File: config.mk
export PLATFORM = sky130hd
export DESIGN_NAME = gregorian_date_arith_unit
export DESIGN_NICKNAME = d
export VERILOG_FILES = /design/src/gda_pkg.sv /design/src/gda_addsub.sv /design/src/gregorian_date_arith_unit.sv
export SDC_FILE = /design/constraint.sdc
export NUM_CORES = 1
export LEC_CHECK = 0
export ABC_AREA = 1
export ABC_CLOCK_PERIOD_IN_PS = 7870
export BUFFER_PORTS_ARGS = -buffer_cell sky130_fd_sc_hd__buf_2
export CORE_MARGIN = 5
export CORE_UTILIZATION = 45
export CTS_CLUSTER_DIAMETER = 150
export DETAILED_ROUTE_END_ITERATION = 10
export GPL_ROUTABILITY_DRIVEN = 0
export PLACE_DENSITY = 0.72
export SLEW_MARGIN = 20
export SYNTH_ARGS = -nofsm -noshare
export SYNTH_HDL_FRONTEND = slang
export SYNTH_SLANG_ARGS = --single-unit
File: constraint.sdc
create_clock -name i_clk -period 7.87 [get_ports i_clk]
set_input_delay 0.3935 -clock i_clk [delete_from_list [all_inputs] [get_ports i_clk]]
set_output_delay 0.3935 -clock i_clk [all_outputs]
set_load 0.01 [all_outputs]
File: src/gda_pkg.sv
// gda_pkg: shared types, codes, constants and calendar helpers for the date unit
// no dependencies; imported by gda_addsub and gregorian_date_arith_unit
`default_nettype none

package gda_pkg;

    localparam int YEAR_W  = 14;
    localparam int MONTH_W = 4;
    localparam int DAY_W   = 5;
    localparam int DIFF_W  = 23;

    localparam int YEAR_MAX_DEF    = 9999;
    localparam int OFFSET_BITS_DEF = 21;

    localparam int DIFF_MAX = 4194303;
    localparam int DIFF_MIN = -4194304;

    // days in one full 400 year cycle
    localparam int C_DAYS_400   = 146097;
    localparam int C_YEAR_CYCLE = 400;
    localparam int C_CENTURY    = 100;
    localparam int C_MONTHS     = 12;

    typedef enum logic [0:0] {
        CMD_ADD  = 1'b0,
        CMD_DIFF = 1'b1
    } t_cmd;

    typedef enum logic [1:0] {
        STAT_OK           = 2'd0,
        STAT_BAD_DATE     = 2'd1,
        STAT_OUT_OF_RANGE = 2'd2
    } t_status;

    typedef enum logic [1:0] {
        ORD_BEFORE = 2'd0,
        ORD_EQUAL  = 2'd1,
        ORD_AFTER  = 2'd2
    } t_order;

    typedef enum logic [0:0] {
        ALU_ADD = 1'b0,
        ALU_SUB = 1'b1
    } t_alu_op;

    typedef enum logic [3:0] {
        S_IDLE,
        S_LOAD,
        S_TS400,
        S_TSYEAR,
        S_TSCHK,
        S_TSMON,
        S_RANGE,
        S_FS400,
        S_FSYEAR,
        S_FSMON
    } t_state;

    // leap test from position inside the 400 year cycle
    function automatic logic gda_leap(input logic [1:0] c4, input logic [6:0] c100,
                                      input logic first);
        return (c4 == 2'd0) && ((c100 != 7'd0) || first);
    endfunction

    function automatic logic [8:0] gda_year_len(input logic leap);
        return leap ? 9'd366 : 9'd365;
    endfunction

    function automatic logic [DAY_W-1:0] gda_month_days(input logic [MONTH_W-1:0] m,
                                                         input logic leap);
        logic [DAY_W-1:0] d;
        unique case (m)
            4'd2:                      d = leap ? 5'd29 : 5'd28;
            4'd4, 4'd6, 4'd9, 4'd11:   d = 5'd30;
            default:                   d = 5'd31;
        endcase
        return d;
    endfunction

endpackage

`default_nettype wire

File: src/gda_addsub.sv
// gda_addsub: shared add/subtract unit for the day-count accumulator
// depends on gda_pkg (alu op codes)
`default_nettype none

module gda_addsub #(
    parameter int WIDTH = gda_pkg::DIFF_W + 2
) (
    input  gda_pkg::t_alu_op    i_op,
    input  logic signed [WIDTH-1:0] i_a,
    input  logic signed [WIDTH-1:0] i_b,
    output logic signed [WIDTH-1:0] o_y
);
    import gda_pkg::*;

    logic             sub;
    logic [WIDTH-1:0] b_eff;

    // subtract as add of inverted operand plus carry in
    assign sub   = (i_op == ALU_SUB);
    assign b_eff = sub ? ~i_b : i_b;
    assign o_y   = i_a + $signed(b_eff) + $signed(WIDTH'(sub));

endmodule

`default_nettype wire

File: src/gregorian_date_arith_unit.sv
// gregorian_date_arith_unit: date plus day offset, and difference of two dates, via day counts
// depends on gda_pkg and gda_addsub; one beat in, one result beat out
// cmd 0 walks date A by 400 year cycles, years and months, adds the offset and converts back
// cmd 1 walks both dates the same way and takes B off A; one beat at a time
// the shared accumulator adder, stepped per 400 year cycle, year and month, sets the latency
// sync active-low reset idles the sequencer; o_done is a one-cycle pulse the receiver must take
`default_nettype none

module gregorian_date_arith_unit #(
    parameter int unsigned YEAR_MAX    = gda_pkg::YEAR_MAX_DEF,
    parameter int unsigned OFFSET_BITS = gda_pkg::OFFSET_BITS_DEF
) (
    input  logic                              i_clk,
    input  logic                              i_rst_n,
    input  logic                              start,
    output logic                              busy,
    input  logic                              i_cmd,
    input  logic [gda_pkg::YEAR_W-1:0]        i_a_year,
    input  logic [gda_pkg::MONTH_W-1:0]       i_a_month,
    input  logic [gda_pkg::DAY_W-1:0]         i_a_day,
    input  logic signed [OFFSET_BITS-1:0]     i_day_offset,
    input  logic [gda_pkg::YEAR_W-1:0]        i_b_year,
    input  logic [gda_pkg::MONTH_W-1:0]       i_b_month,
    input  logic [gda_pkg::DAY_W-1:0]         i_b_day,
    output logic                              o_done,
    output logic [gda_pkg::YEAR_W-1:0]        o_res_year,
    output logic [gda_pkg::MONTH_W-1:0]       o_res_month,
    output logic [gda_pkg::DAY_W-1:0]         o_res_day,
    output logic signed [gda_pkg::DIFF_W-1:0] o_day_difference,
    output gda_pkg::t_order                   o_order,
    output gda_pkg::t_status                  o_status
);
    import gda_pkg::*;

    // working year width: holds input years and every year up to the limit
    localparam int YW = ($clog2(YEAR_MAX + 1) > YEAR_W) ? $clog2(YEAR_MAX + 1) : YEAR_W;
    // day number of january 1 of the first year past the limit
    localparam int YS_END  = 365 * (YEAR_MAX + 1) + YEAR_MAX / 4 - YEAR_MAX / 100
                             + YEAR_MAX / 400 + 1;
    localparam int YS_BITS = $clog2(YS_END + 1);
    localparam int MAX_A   = (OFFSET_BITS > YS_BITS) ? OFFSET_BITS : YS_BITS;
    localparam int SER_BITS = ((MAX_A > DIFF_W) ? MAX_A : DIFF_W) + 2;

    // sequencer and strobe
    t_state r_state, n_state;
    logic   r_done, n_done;

    // captured beat
    t_cmd               r_cmd, n_cmd;
    logic [YEAR_W-1:0]  r_ay, n_ay, r_by, n_by;
    logic [MONTH_W-1:0] r_am, n_am, r_bm, n_bm;
    logic [DAY_W-1:0]   r_ad, n_ad, r_bd, n_bd;

    // working state
    logic signed [SER_BITS-1:0] r_ser, n_ser;
    logic [YW-1:0]              r_yr, n_yr;
    logic [MONTH_W-1:0]         r_mon, n_mon;
    logic [1:0]                 r_c4, n_c4;
    logic [6:0]                 r_c100, n_c100;
    logic                       r_first, n_first;
    logic                       r_sel, n_sel;

    // result registers
    logic [YEAR_W-1:0]        r_o_year, n_o_year;
    logic [MONTH_W-1:0]       r_o_month, n_o_month;
    logic [DAY_W-1:0]         r_o_day, n_o_day;
    logic signed [DIFF_W-1:0] r_o_diff, n_o_diff;
    t_order                   r_o_order, n_o_order;
    t_status                  r_o_status, n_o_status;

    // shared accumulator unit
    t_alu_op                    alu_op;
    logic signed [SER_BITS-1:0] alu_b;
    logic signed [SER_BITS-1:0] alu_y;

    // current date under conversion (A first, then B in cmd 1)
    logic [YEAR_W-1:0]  cur_y;
    logic [MONTH_W-1:0] cur_m;
    logic [DAY_W-1:0]   cur_d;
    logic               leap;
    logic               load_bad;
    logic               fs_phase;

    gda_addsub #(
        .WIDTH (SER_BITS)
    ) u_addsub (
        .i_op (alu_op),
        .i_a  (r_ser),
        .i_b  (alu_b),
        .o_y  (alu_y)
    );

    assign cur_y = r_sel ? r_by : r_ay;
    assign cur_m = r_sel ? r_bm : r_am;
    assign cur_d = r_sel ? r_bd : r_ad;

    // leap flag of the year the cycle counters point at
    assign leap = gda_leap(r_c4, r_c100, r_first);

    assign load_bad = (YW'(cur_y) > YW'(YEAR_MAX)) || (cur_m == '0)
                      || (cur_m > MONTH_W'(C_MONTHS)) || (cur_d == '0);

    // back conversion always counts down; date B is taken off the sum
    assign fs_phase = (r_state == S_FS400) || (r_state == S_FSYEAR) || (r_state == S_FSMON);
    assign alu_op   = (fs_phase || r_sel) ? ALU_SUB : ALU_ADD;

    always_ff @(posedge i_clk) begin
        if (!i_rst_n) begin
            r_state <= S_IDLE;
            r_done  <= 1'b0;
        end else begin
            r_state <= n_state;
            r_done  <= n_done;
        end
    end

    always_ff @(posedge i_clk) begin
        r_cmd      <= n_cmd;
        r_ay       <= n_ay;
        r_am       <= n_am;
        r_ad       <= n_ad;
        r_by       <= n_by;
        r_bm       <= n_bm;
        r_bd       <= n_bd;
        r_ser      <= n_ser;
        r_yr       <= n_yr;
        r_mon      <= n_mon;
        r_c4       <= n_c4;
        r_c100     <= n_c100;
        r_first    <= n_first;
        r_sel      <= n_sel;
        r_o_year   <= n_o_year;
        r_o_month  <= n_o_month;
        r_o_day    <= n_o_day;
        r_o_diff   <= n_o_diff;
        r_o_order  <= n_o_order;
        r_o_status <= n_o_status;
    end

    always_comb begin
        n_state   = r_state;
        n_done    = 1'b0;
        n_cmd     = r_cmd;
        n_ay      = r_ay;
        n_am      = r_am;
        n_ad      = r_ad;
        n_by      = r_by;
        n_bm      = r_bm;
        n_bd      = r_bd;
        n_ser     = r_ser;
        n_yr      = r_yr;
        n_mon     = r_mon;
        n_c4      = r_c4;
        n_c100    = r_c100;
        n_first   = r_first;
        n_sel     = r_sel;
        alu_b     = '0;
        // result ports read zero outside the strobe cycle
        n_o_year   = '0;
        n_o_month  = '0;
        n_o_day    = '0;
        n_o_diff   = '0;
        n_o_order  = ORD_BEFORE;
        n_o_status = STAT_OK;

        unique case (r_state)
            S_IDLE: begin
                if (start) begin
                    n_cmd   = t_cmd'(i_cmd);
                    n_ay    = i_a_year;
                    n_am    = i_a_month;
                    n_ad    = i_a_day;
                    n_by    = i_b_year;
                    n_bm    = i_b_month;
                    n_bd    = i_b_day;
                    n_sel   = 1'b0;
                    // cmd 0 seeds the sum with the offset, cmd 1 with zero
                    n_ser   = (t_cmd'(i_cmd) == CMD_ADD) ? SER_BITS'(i_day_offset) : '0;
                    n_state = S_LOAD;
                end
            end

            S_LOAD: begin
                alu_b = SER_BITS'(cur_d - DAY_W'(1));
                n_ser = alu_y;
                n_yr  = YW'(cur_y);
                n_mon = MONTH_W'(1);
                if (load_bad) begin
                    n_o_status = STAT_BAD_DATE;
                    n_done     = 1'b1;
                    n_state    = S_IDLE;
                end else begin
                    n_state = S_TS400;
                end
            end

            S_TS400: begin
                if (r_yr >= YW'(C_YEAR_CYCLE)) begin
                    alu_b = SER_BITS'(C_DAYS_400);
                    n_ser = alu_y;
                    n_yr  = r_yr - YW'(C_YEAR_CYCLE);
                end else begin
                    n_c4    = '0;
                    n_c100  = '0;
                    n_first = 1'b1;
                    n_state = S_TSYEAR;
                end
            end

            S_TSYEAR: begin
                if (r_yr != '0) begin
                    alu_b   = SER_BITS'(gda_year_len(leap));
                    n_ser   = alu_y;
                    n_yr    = r_yr - YW'(1);
                    n_c4    = r_c4 + 2'd1;
                    n_c100  = (r_c100 == 7'(C_CENTURY - 1)) ? '0 : r_c100 + 7'd1;
                    n_first = 1'b0;
                end else begin
                    n_state = S_TSCHK;
                end
            end

            S_TSCHK: begin
                // counters now sit on the date's own year
                if (cur_d > gda_month_days(cur_m, leap)) begin
                    n_o_status = STAT_BAD_DATE;
                    n_done     = 1'b1;
                    n_state    = S_IDLE;
                end else begin
                    n_state = S_TSMON;
                end
            end

            S_TSMON: begin
                if (r_mon < cur_m) begin
                    alu_b = SER_BITS'(gda_month_days(r_mon, leap));
                    n_ser = alu_y;
                    n_mon = r_mon + MONTH_W'(1);
                end else if (r_cmd == CMD_DIFF) begin
                    if (!r_sel) begin
                        n_sel   = 1'b1;
                        n_state = S_LOAD;
                    end else begin
                        if (r_ser < 0) begin
                            n_o_order = ORD_BEFORE;
                        end else if (r_ser == 0) begin
                            n_o_order = ORD_EQUAL;
                        end else begin
                            n_o_order = ORD_AFTER;
                        end
                        if (r_ser > SER_BITS'(DIFF_MAX)) begin
                            n_o_diff   = DIFF_W'(DIFF_MAX);
                            n_o_status = STAT_OUT_OF_RANGE;
                        end else if (r_ser < SER_BITS'(DIFF_MIN)) begin
                            n_o_diff   = DIFF_W'(DIFF_MIN);
                            n_o_status = STAT_OUT_OF_RANGE;
                        end else begin
                            n_o_diff = r_ser[DIFF_W-1:0];
                        end
                        n_done  = 1'b1;
                        n_state = S_IDLE;
                    end
                end else begin
                    n_state = S_RANGE;
                end
            end

            S_RANGE: begin
                if ((r_ser < 0) || (r_ser >= SER_BITS'(YS_END))) begin
                    n_o_status = STAT_OUT_OF_RANGE;
                    n_done     = 1'b1;
                    n_state    = S_IDLE;
                end else begin
                    n_yr    = '0;
                    n_state = S_FS400;
                end
            end

            S_FS400: begin
                alu_b = SER_BITS'(C_DAYS_400);
                if (!alu_y[SER_BITS-1]) begin
                    n_ser = alu_y;
                    n_yr  = r_yr + YW'(C_YEAR_CYCLE);
                end else begin
                    n_c4    = '0;
                    n_c100  = '0;
                    n_first = 1'b1;
                    n_state = S_FSYEAR;
                end
            end

            S_FSYEAR: begin
                alu_b = SER_BITS'(gda_year_len(leap));
                if (!alu_y[SER_BITS-1]) begin
                    n_ser   = alu_y;
                    n_yr    = r_yr + YW'(1);
                    n_c4    = r_c4 + 2'd1;
                    n_c100  = (r_c100 == 7'(C_CENTURY - 1)) ? '0 : r_c100 + 7'd1;
                    n_first = 1'b0;
                end else begin
                    n_mon   = MONTH_W'(1);
                    n_state = S_FSMON;
                end
            end

            S_FSMON: begin
                alu_b = SER_BITS'(gda_month_days(r_mon, leap));
                if ((r_mon < MONTH_W'(C_MONTHS)) && !alu_y[SER_BITS-1]) begin
                    n_ser = alu_y;
                    n_mon = r_mon + MONTH_W'(1);
                end else begin
                    // remaining count is the zero-based day of the month
                    n_o_year  = r_yr[YEAR_W-1:0];
                    n_o_month = r_mon;
                    n_o_day   = r_ser[DAY_W-1:0] + DAY_W'(1);
                    n_done    = 1'b1;
                    n_state   = S_IDLE;
                end
            end

            default: begin
                n_state = S_IDLE;
            end
        endcase
    end

    assign busy             = (r_state != S_IDLE);
    assign o_done           = r_done;
    assign o_res_year       = r_o_year;
    assign o_res_month      = r_o_month;
    assign o_res_day        = r_o_day;
    assign o_day_difference = r_o_diff;
    assign o_order          = r_o_order;
    assign o_status         = r_o_status;

`ifndef SYNTHESIS
    // a result beat only follows a cycle of work
    a_done_after_work: assert property (@(posedge i_clk) disable iff (!i_rst_n)
        o_done |-> ($past(r_state) != S_IDLE))
        else $error("result strobe without preceding work");

    // an accepted beat makes the unit busy
    a_accept_busy: assert property (@(posedge i_clk) disable iff (!i_rst_n)
        (start && !busy) |=> busy)
        else $error("accepted beat did not start the sequencer");

    // a good cmd 0 result never carries day zero
    a_day_nonzero: assert property (@(posedge i_clk) disable iff (!i_rst_n)
        (o_done && (o_status == STAT_OK) && (r_cmd == CMD_ADD)) |-> (o_res_day != '0))
        else $error("cmd 0 result with day zero");

    // month counter stays within the year during back conversion
    a_month_range: assert property (@(posedge i_clk) disable iff (!i_rst_n)
        (r_state == S_FSMON) |-> ((r_mon >= MONTH_W'(1)) && (r_mon <= MONTH_W'(C_MONTHS))))
        else $error("month counter out of range");

    // remaining day count never goes negative during back conversion
    a_count_positive: assert property (@(posedge i_clk) disable iff (!i_rst_n)
        fs_phase |-> !r_ser[SER_BITS-1])
        else $error("negative day count in back conversion");
`endif

endmodule

`default_nettype wire
# Word level (Yosys, flattened, before mapping)
# Cells that the tools add are included.
dict set report op_classes {
  n_lt_le_gt_ge 10
  add_sub_neg 11
  mux 85
  eq_ne 36
  reduce_logical 38
  n_bitwise 5
}
# operator count
set op_table {}
lappend op_table {{25-bit one-hot mux with 7 select lines} 2}
lappend op_table {{25-bit 2-to-1 mux} 8}
lappend op_table {{14-bit 2-to-1 mux} 6}
lappend op_table {{14-bit one-hot mux with 6 select lines} 1}
lappend op_table {{4-bit 2-to-1 mux} 12}
lappend op_table {{4-bit one-hot mux with 10 select lines} 1}
lappend op_table {{7-bit 2-to-1 mux} 5}
lappend op_table {{4-bit by 3-bit == test with 1-bit output (second input constant)} 8}
lappend op_table {{32-bit logical NOT} 1}
lappend op_table {{2-bit inequality test (second input constant)} 15}
lappend op_table {{7-bit one-hot mux with 4 select lines} 1}
lappend op_table {{2-bit 2-to-1 mux} 13}
lappend op_table {{25-bit by 2-bit adder with 25-bit output} 1}
lappend op_table {{25-bit adder} 1}
lappend op_table {{25-bit by 23-bit >= comparator with 1-bit output (second input constant)} 1}
lappend op_table {{25-bit by 23-bit greater-than comparator with 1-bit output (second input constant)} 1}
lappend op_table {{25-bit by 1-bit < comparator with 1-bit output (second input constant)} 1}
lappend op_table {{25-bit by 23-bit < comparator with 1-bit output (second input constant)} 1}
lappend op_table {{25-bit inverter} 1}
lappend op_table {{4-bit == test (second input constant)} 6}
lappend op_table {{23-bit 2-to-1 mux} 1}
lappend op_table {{22-bit 2-to-1 mux} 1}
lappend op_table {{1-bit 2-to-1 mux} 19}
lappend op_table {{18-bit 2-to-1 mux} 1}
lappend op_table {{48 further kinds} 77}
dict set report word_totals {
  reg_bits 156
}

# Longest topological paths before layout
dict set report depth {
  word_depth 15
  mapped_depth 27
  mapped_depth_nobuf 27
}

# Hierarchy
# From an unflattened synthesis, not the netlist that was laid out.
dict set report unflattened {
  cells_unflattened 1314
  hier_area_um2 10236.1
}
# module cells_each n_inst seq_area_each_um2 area_each_um2
set by_module_without_submodules {}
lappend by_module_without_submodules {gregorian_date_arith_unit 928 1 4134.0 8191.6}
lappend by_module_without_submodules {gda_addsub 386 1 0.0 2044.5}

# Least setup slack after synthesis
# No wires, ideal clock.
dict set report synth_path {
  path_type {register -> register}
  from {reg r_sel}
  to {reg r_ser[0] (enable)}
  t_arrival_ps 4740
  stages_incl_launch_ff 25
  setup_time_ps 391
  period_less_slack_ps 5131
  path_slack_ps 2739
  cell_sequence {edfxtp_1 buf_6 mux2i_1 ha_1 a21oi_1 a21boi_2 inv_1 nor2_1 inv_1 nand2_1 inv_1 o221ai_1 xor2_1 fa_1 nand3_1 nand2_1 a21boi_0 o21bai_1 nand2_1 nand3_1 xor2_2 nand2_2 nand2_4 nand4_2 a21oi_2}
}
dict set report synth_via {
  elab_chain_cells 12
  word_cells_on_any_way 18
  classes_between {add/sub (3); order compare (1); eq/ne (3); mux (6); bitwise (1); reduce/logical (4)}
}
# item line
set synth_lines {}
lappend synth_lines {{from (decl)} gregorian_date_arith_unit.sv:61} ;# logic r_sel, n_sel;
lappend synth_lines {{from (signal assigned)} gregorian_date_arith_unit.sv:131} ;# r_sel <= n_sel;
lappend synth_lines {{4-bit 2-to-1 mux} gregorian_date_arith_unit.sv:94} ;# assign cur_m = r_sel ? r_bm : r_am;
lappend synth_lines {{4-bit < comparator} gregorian_date_arith_unit.sv:235} ;# if (r_mon < cur_m) begin
lappend synth_lines {{5-bit 2-to-1 mux} gregorian_date_arith_unit.sv:235}
lappend synth_lines {{25-bit one-hot mux with 7 select lines} gregorian_date_arith_unit.sv:166} ;# unique case (r_state)
lappend synth_lines {{25-bit inverter} gda_addsub.sv:20} ;# assign b_eff = sub ? ~i_b : i_b;
lappend synth_lines {{25-bit 2-to-1 mux} gda_addsub.sv:20}
lappend synth_lines {{25-bit adder} gda_addsub.sv:21} ;# assign o_y = i_a + $signed(b_eff) + $signed(WIDTH'(sub));
lappend synth_lines {{25-bit by 2-bit adder with 25-bit output} gda_addsub.sv:21}
lappend synth_lines {{1-bit logical NOT} gregorian_date_arith_unit.sv:308} ;# if ((r_mon < MONTH_W'(C_MONTHS)) && !alu_y[SER_BITS-1]) begin
lappend synth_lines {{1-bit logical AND} gregorian_date_arith_unit.sv:308}
lappend synth_lines {{2-bit by 1-bit inequality test with 1-bit output (no line)} --}
lappend synth_lines {{7-bit AND reduction (no line) *} --}
lappend synth_lines {{to (signal assigned)} gregorian_date_arith_unit.sv:125} ;# r_ser <= n_ser;
lappend synth_lines {{to (decl)} gregorian_date_arith_unit.sv:55} ;# logic signed [SER_BITS-1:0] r_ser, n_ser;
# Mark *: on every way between the ends. The rest lies on a longest branch, timed or not.
# A chain may end at the register's enable or synchronous reset.

# Worst setup path after layout
dict set report layout_path {
  from {reg r_sel}
  to {reg r_ser[14] (enable)}
}
# The elaborated chain is that of the path after synthesis.

==> results.md <==
## Outcome
- complete, no violations — status

## Synthesis
- 156 — post-synthesis register bit count
- nand2_1 — leading cell type by number of instances after synthesis
- 60 — synth unique cells
- 9458 sq um — Mapped Area
- 1,290 — net count after synthesis
- edfxtp_1 32%, dfxtp_1 12%, nand2_1 9.9% — top area cells in the synthesized netlist
- 8.146 sq um — average size of a mapped cell
- 0.4371 — share of synthesized area occupied by flip-flops and latches
- edfxtp_1 — primary flip-flop cell chosen by synthesis mapping
- 249 x nand2_1, 144 x nor2_1, 138 x inv_1 — most numerous cell types in the synthesized netlist
- 0 — proportion of register bits with asynchronous set or reset after synthesis
- 0 — Synth Warn #
- edfxtp_1 — library cell with the largest summed area after synthesis
- 0.3207 — share of the synthesized area in the top cell type
- 1,161 — number of cells produced by synthesis
- 101 — number of flops mapped to enable cells by yosys

## Final layout
- 1,987 — # fillers
- 15.93% — area growth from synthesis to final layout
- 1,420 — Final nets
- 1,580 — fin cells
- 0.1557 — fraction of final layout cells with drive strength greater than 1

## Placement
- 19.33 mm — placed wire-length estimate after detailed placement
- 122 — input/output buffers
- 1,547 — Inst Count DP

## Routing
- 15.80 um — routed length per placed instance
- 8,467 — vias after detailed routing
- 870 — DR iter-0 viols
- 0 — DRC errors left
- 0 — remaining number of nets flagged by the antenna check after routing
- 5.359 — Avg Vias per Cell
- 6 — count of TritonRoute iterations in the first routing pass
- 24.96 mm — wire length after detailed routing

## Pwr
- 5.046 nW — Pleak
- 0.0002517 V — maximum vdd drop
- 447.3 nW/um^2 — total power per unit cell area
- 4.905 mW — Design Power

## Die
- 155.0 um — die width
- 20,890 sq um — floorplan core area
- 24,020 sq um — die footprint
- 0.4528 — initial core utilization
- 53 — Row Count
- 123 — I/O pins
- 155.0 um — height of the die

## Global route
- 0.2062 — GRT Resource Usage Total
- 0 — total grt overflow
- 7,950 — vias in the first global route
- 39.92 mm — first-pass GRT wire length
- 1 — number of antenna violations at the first check in global routing
- 48 — largest net degree at the start of global routing

## STA
- 0.008718 ns — worst-case clock skew
- 5.993 ns — fin crit period
- 0 ns — setup TNS after final layout
- 166.9 MHz — timing-limited maximum frequency
- 0.8729 ns — transition at the pin with the smallest max-transition slack
- 0 — Fin. Hold Viols
- 0 — setup-violating endpoint count in the final report
- 0.4180 — worst slew margin relative to its limit
- 0 — number of max-slew violations in the final report
- 0.7615 — final clock period utilization by the worst path
- false — unrepaired setup endpoints after global routing

## Clock tree
- 17 — number of CTS-inserted buffers
- clkbuf_16 — Clock Root Buffer
- 2 — buffers from clock root to sink, at most
- 0 — total setup buffers inserted after CTS
- 156 — sinks on the clock net
- built — clock tree from TritonCTS
- 0 — Post-CTS Hold Fix Bufs
- 4 — H-Tree Level Count
- 0 — number of resized instances in the post-cts repair step
- 0.43 ns — clock insertion delay at the later pin of the skew report
- 0.07 ns — Clk pin slew, worst setup/hold paths

## Worst hold path
- primary input to register — hold crit path type

## Setup path
- 6.09 ns — Data arrival, critical path
- register to register — kind of critical path
- register — Setup crit end kind
- 7.97 ns — Required @ worst endpoint
- register — critical path startpoint category
- 26 — Max FO, Critical Path

## Job
- 0 — Max Cap Violations

-- per-layer routing --
layer	global-route usage	wire length, um	vias to the layer above
met5	0	0	-
met1	0.2950	11180	3834
met4	0.06770	558	0
li1	-	-	4198
met2	0.3112	10840	382
met3	0.04534	2388	53
-- logic make-up (layout without fill, tap and decap cells) --
logic type / count (synthesis) / after routing / synth area share
other: 0 / 1 / 0
multiplexers: 4 / 4 / 0.004234
buffers and inverters: 163 / 306 / 0.06892
flip-flops: 156 / 156 / 0.4371
AND/OR/NAND/NOR: 546 / 546 / 0.2541
adder cells (fa/ha/maj): 58 / 58 / 0.07832
XOR/XNOR: 29 / 29 / 0.03043
AO/OA/AOI/OAI: 205 / 205 / 0.1269
-- flip-flops by register name (all words and copies together), names as in the netlist, 5 cells and up --
name and cells:
o_day_difference 23, o_res_day 5, o_res_year 14, r_ad 5
r_ay 14, r_bd 5, r_by 14, r_c100 7
r_ser 25, r_yr 14
-- worst max-delay path: stages, from the launching register on --
cell and delay (ns):
edfxtp_1 0.92, mux2i_1 0.47, ha_1 0.32, a21oi_1 0.14, a21boi_2 0.23, inv_1 0.08, nor2_1 0.14, inv_1 0.09
nand2_1 0.06, inv_1 0.05, o221ai_1 0.17, xor2_1 0.14, fa_1 0.48, nand3_1 0.11, nand2_1 0.09, a21boi_0 0.40
o21bai_1 0.17, nand2_1 0.10, nand3_1 0.12, xor2_2 0.36, nand2_2 0.11, nand2_4 0.29, nand4_2 0.13, a21oi_2 0.12
buf_4 0.34
-- cell usage in the layout (no fill, tap or decap), types with 5 or more instances in the layout --
| cell type | n |
|---|---|
| edfxtp_1 | 101 |
| xnor2_1 | 11 |
| nand2_2 | 9 |
| xor2_1 | 15 |
| nand2_1 | 249 |
| nor3_1 | 29 |
| a31oi_1 | 5 |
| or2_2 | 5 |
| buf_2 | 122 |
| nand4_1 | 23 |
| nand3_1 | 54 |
| inv_6 | 6 |
| nor4_1 | 8 |
| inv_2 | 6 |
| buf_4 | 5 |
| a21o_1 | 8 |
| o21ai_0 | 60 |
| dfxtp_1 | 55 |
| inv_1 | 138 |
| a21oi_1 | 84 |
| o21ai_1 | 5 |
| o21bai_1 | 5 |
| ha_1 | 56 |
| nor2_1 | 143 |
| clkbuf_16 | 17 |
-- layout make-up --
| type | instances | area (sq um) | share of cell area |
|---|---|---|---|
| flip-flops and latches | 156 | 4134 | 0.3770 |
| clock buffers | 17 | 425.4 | 0.03880 |
| repair buffers | 127 | 648.1 | 0.05911 |
| inverters | 147 | 556.8 | 0.05078 |
| diodes | 1 | 2.502 | 0.0002282 |
| well taps | 275 | 344.1 | 0.03138 |
| clock inverters | 15 | 173.9 | 0.01586 |
| multi-input cells | 842 | 4679 | 0.4268 |
-- per-stage QoR --
step	cell area [sq um]	setup slack (ns)	hold slack [ns]	util
after floorplan	9458	2.739	0.4924	-
after global placement	10360	2.119	0.5451	0.4961
after detailed placement	10360	1.869	0.5287	0.4961
after CTS	10960	1.847	0.1176	0.5248
after global routing	10960	1.393	0.1123	0.5249
final	10960	1.877	0.1325	0.5249
-- worst paths after layout --
kind / from / to / slack (ns) / cells after the start
max: r_sel$_DFFE_PP_ / r_ser[14]$_DFFE_PP_ / 1.88 / 24
max reg2reg: r_sel$_DFFE_PP_ / r_ser[14]$_DFFE_PP_ / 1.88 / 24
min reg2reg: r_yr[3]$_DFFE_PP_ / o_res_year[3]$_SDFF_PN0_ / 0.54 / 2
min: i_b_year[5] / r_by[5]$_DFFE_PP_ / 0.13 / 1
-- power by group --
part           leakage, nW  internal [mW]  switching (mW)
Clock                0.291          0.480           0.363
Sequential            1.41           1.20           0.222
Combinational         3.34          0.890            1.75
(Power assumes the default switching activity.)
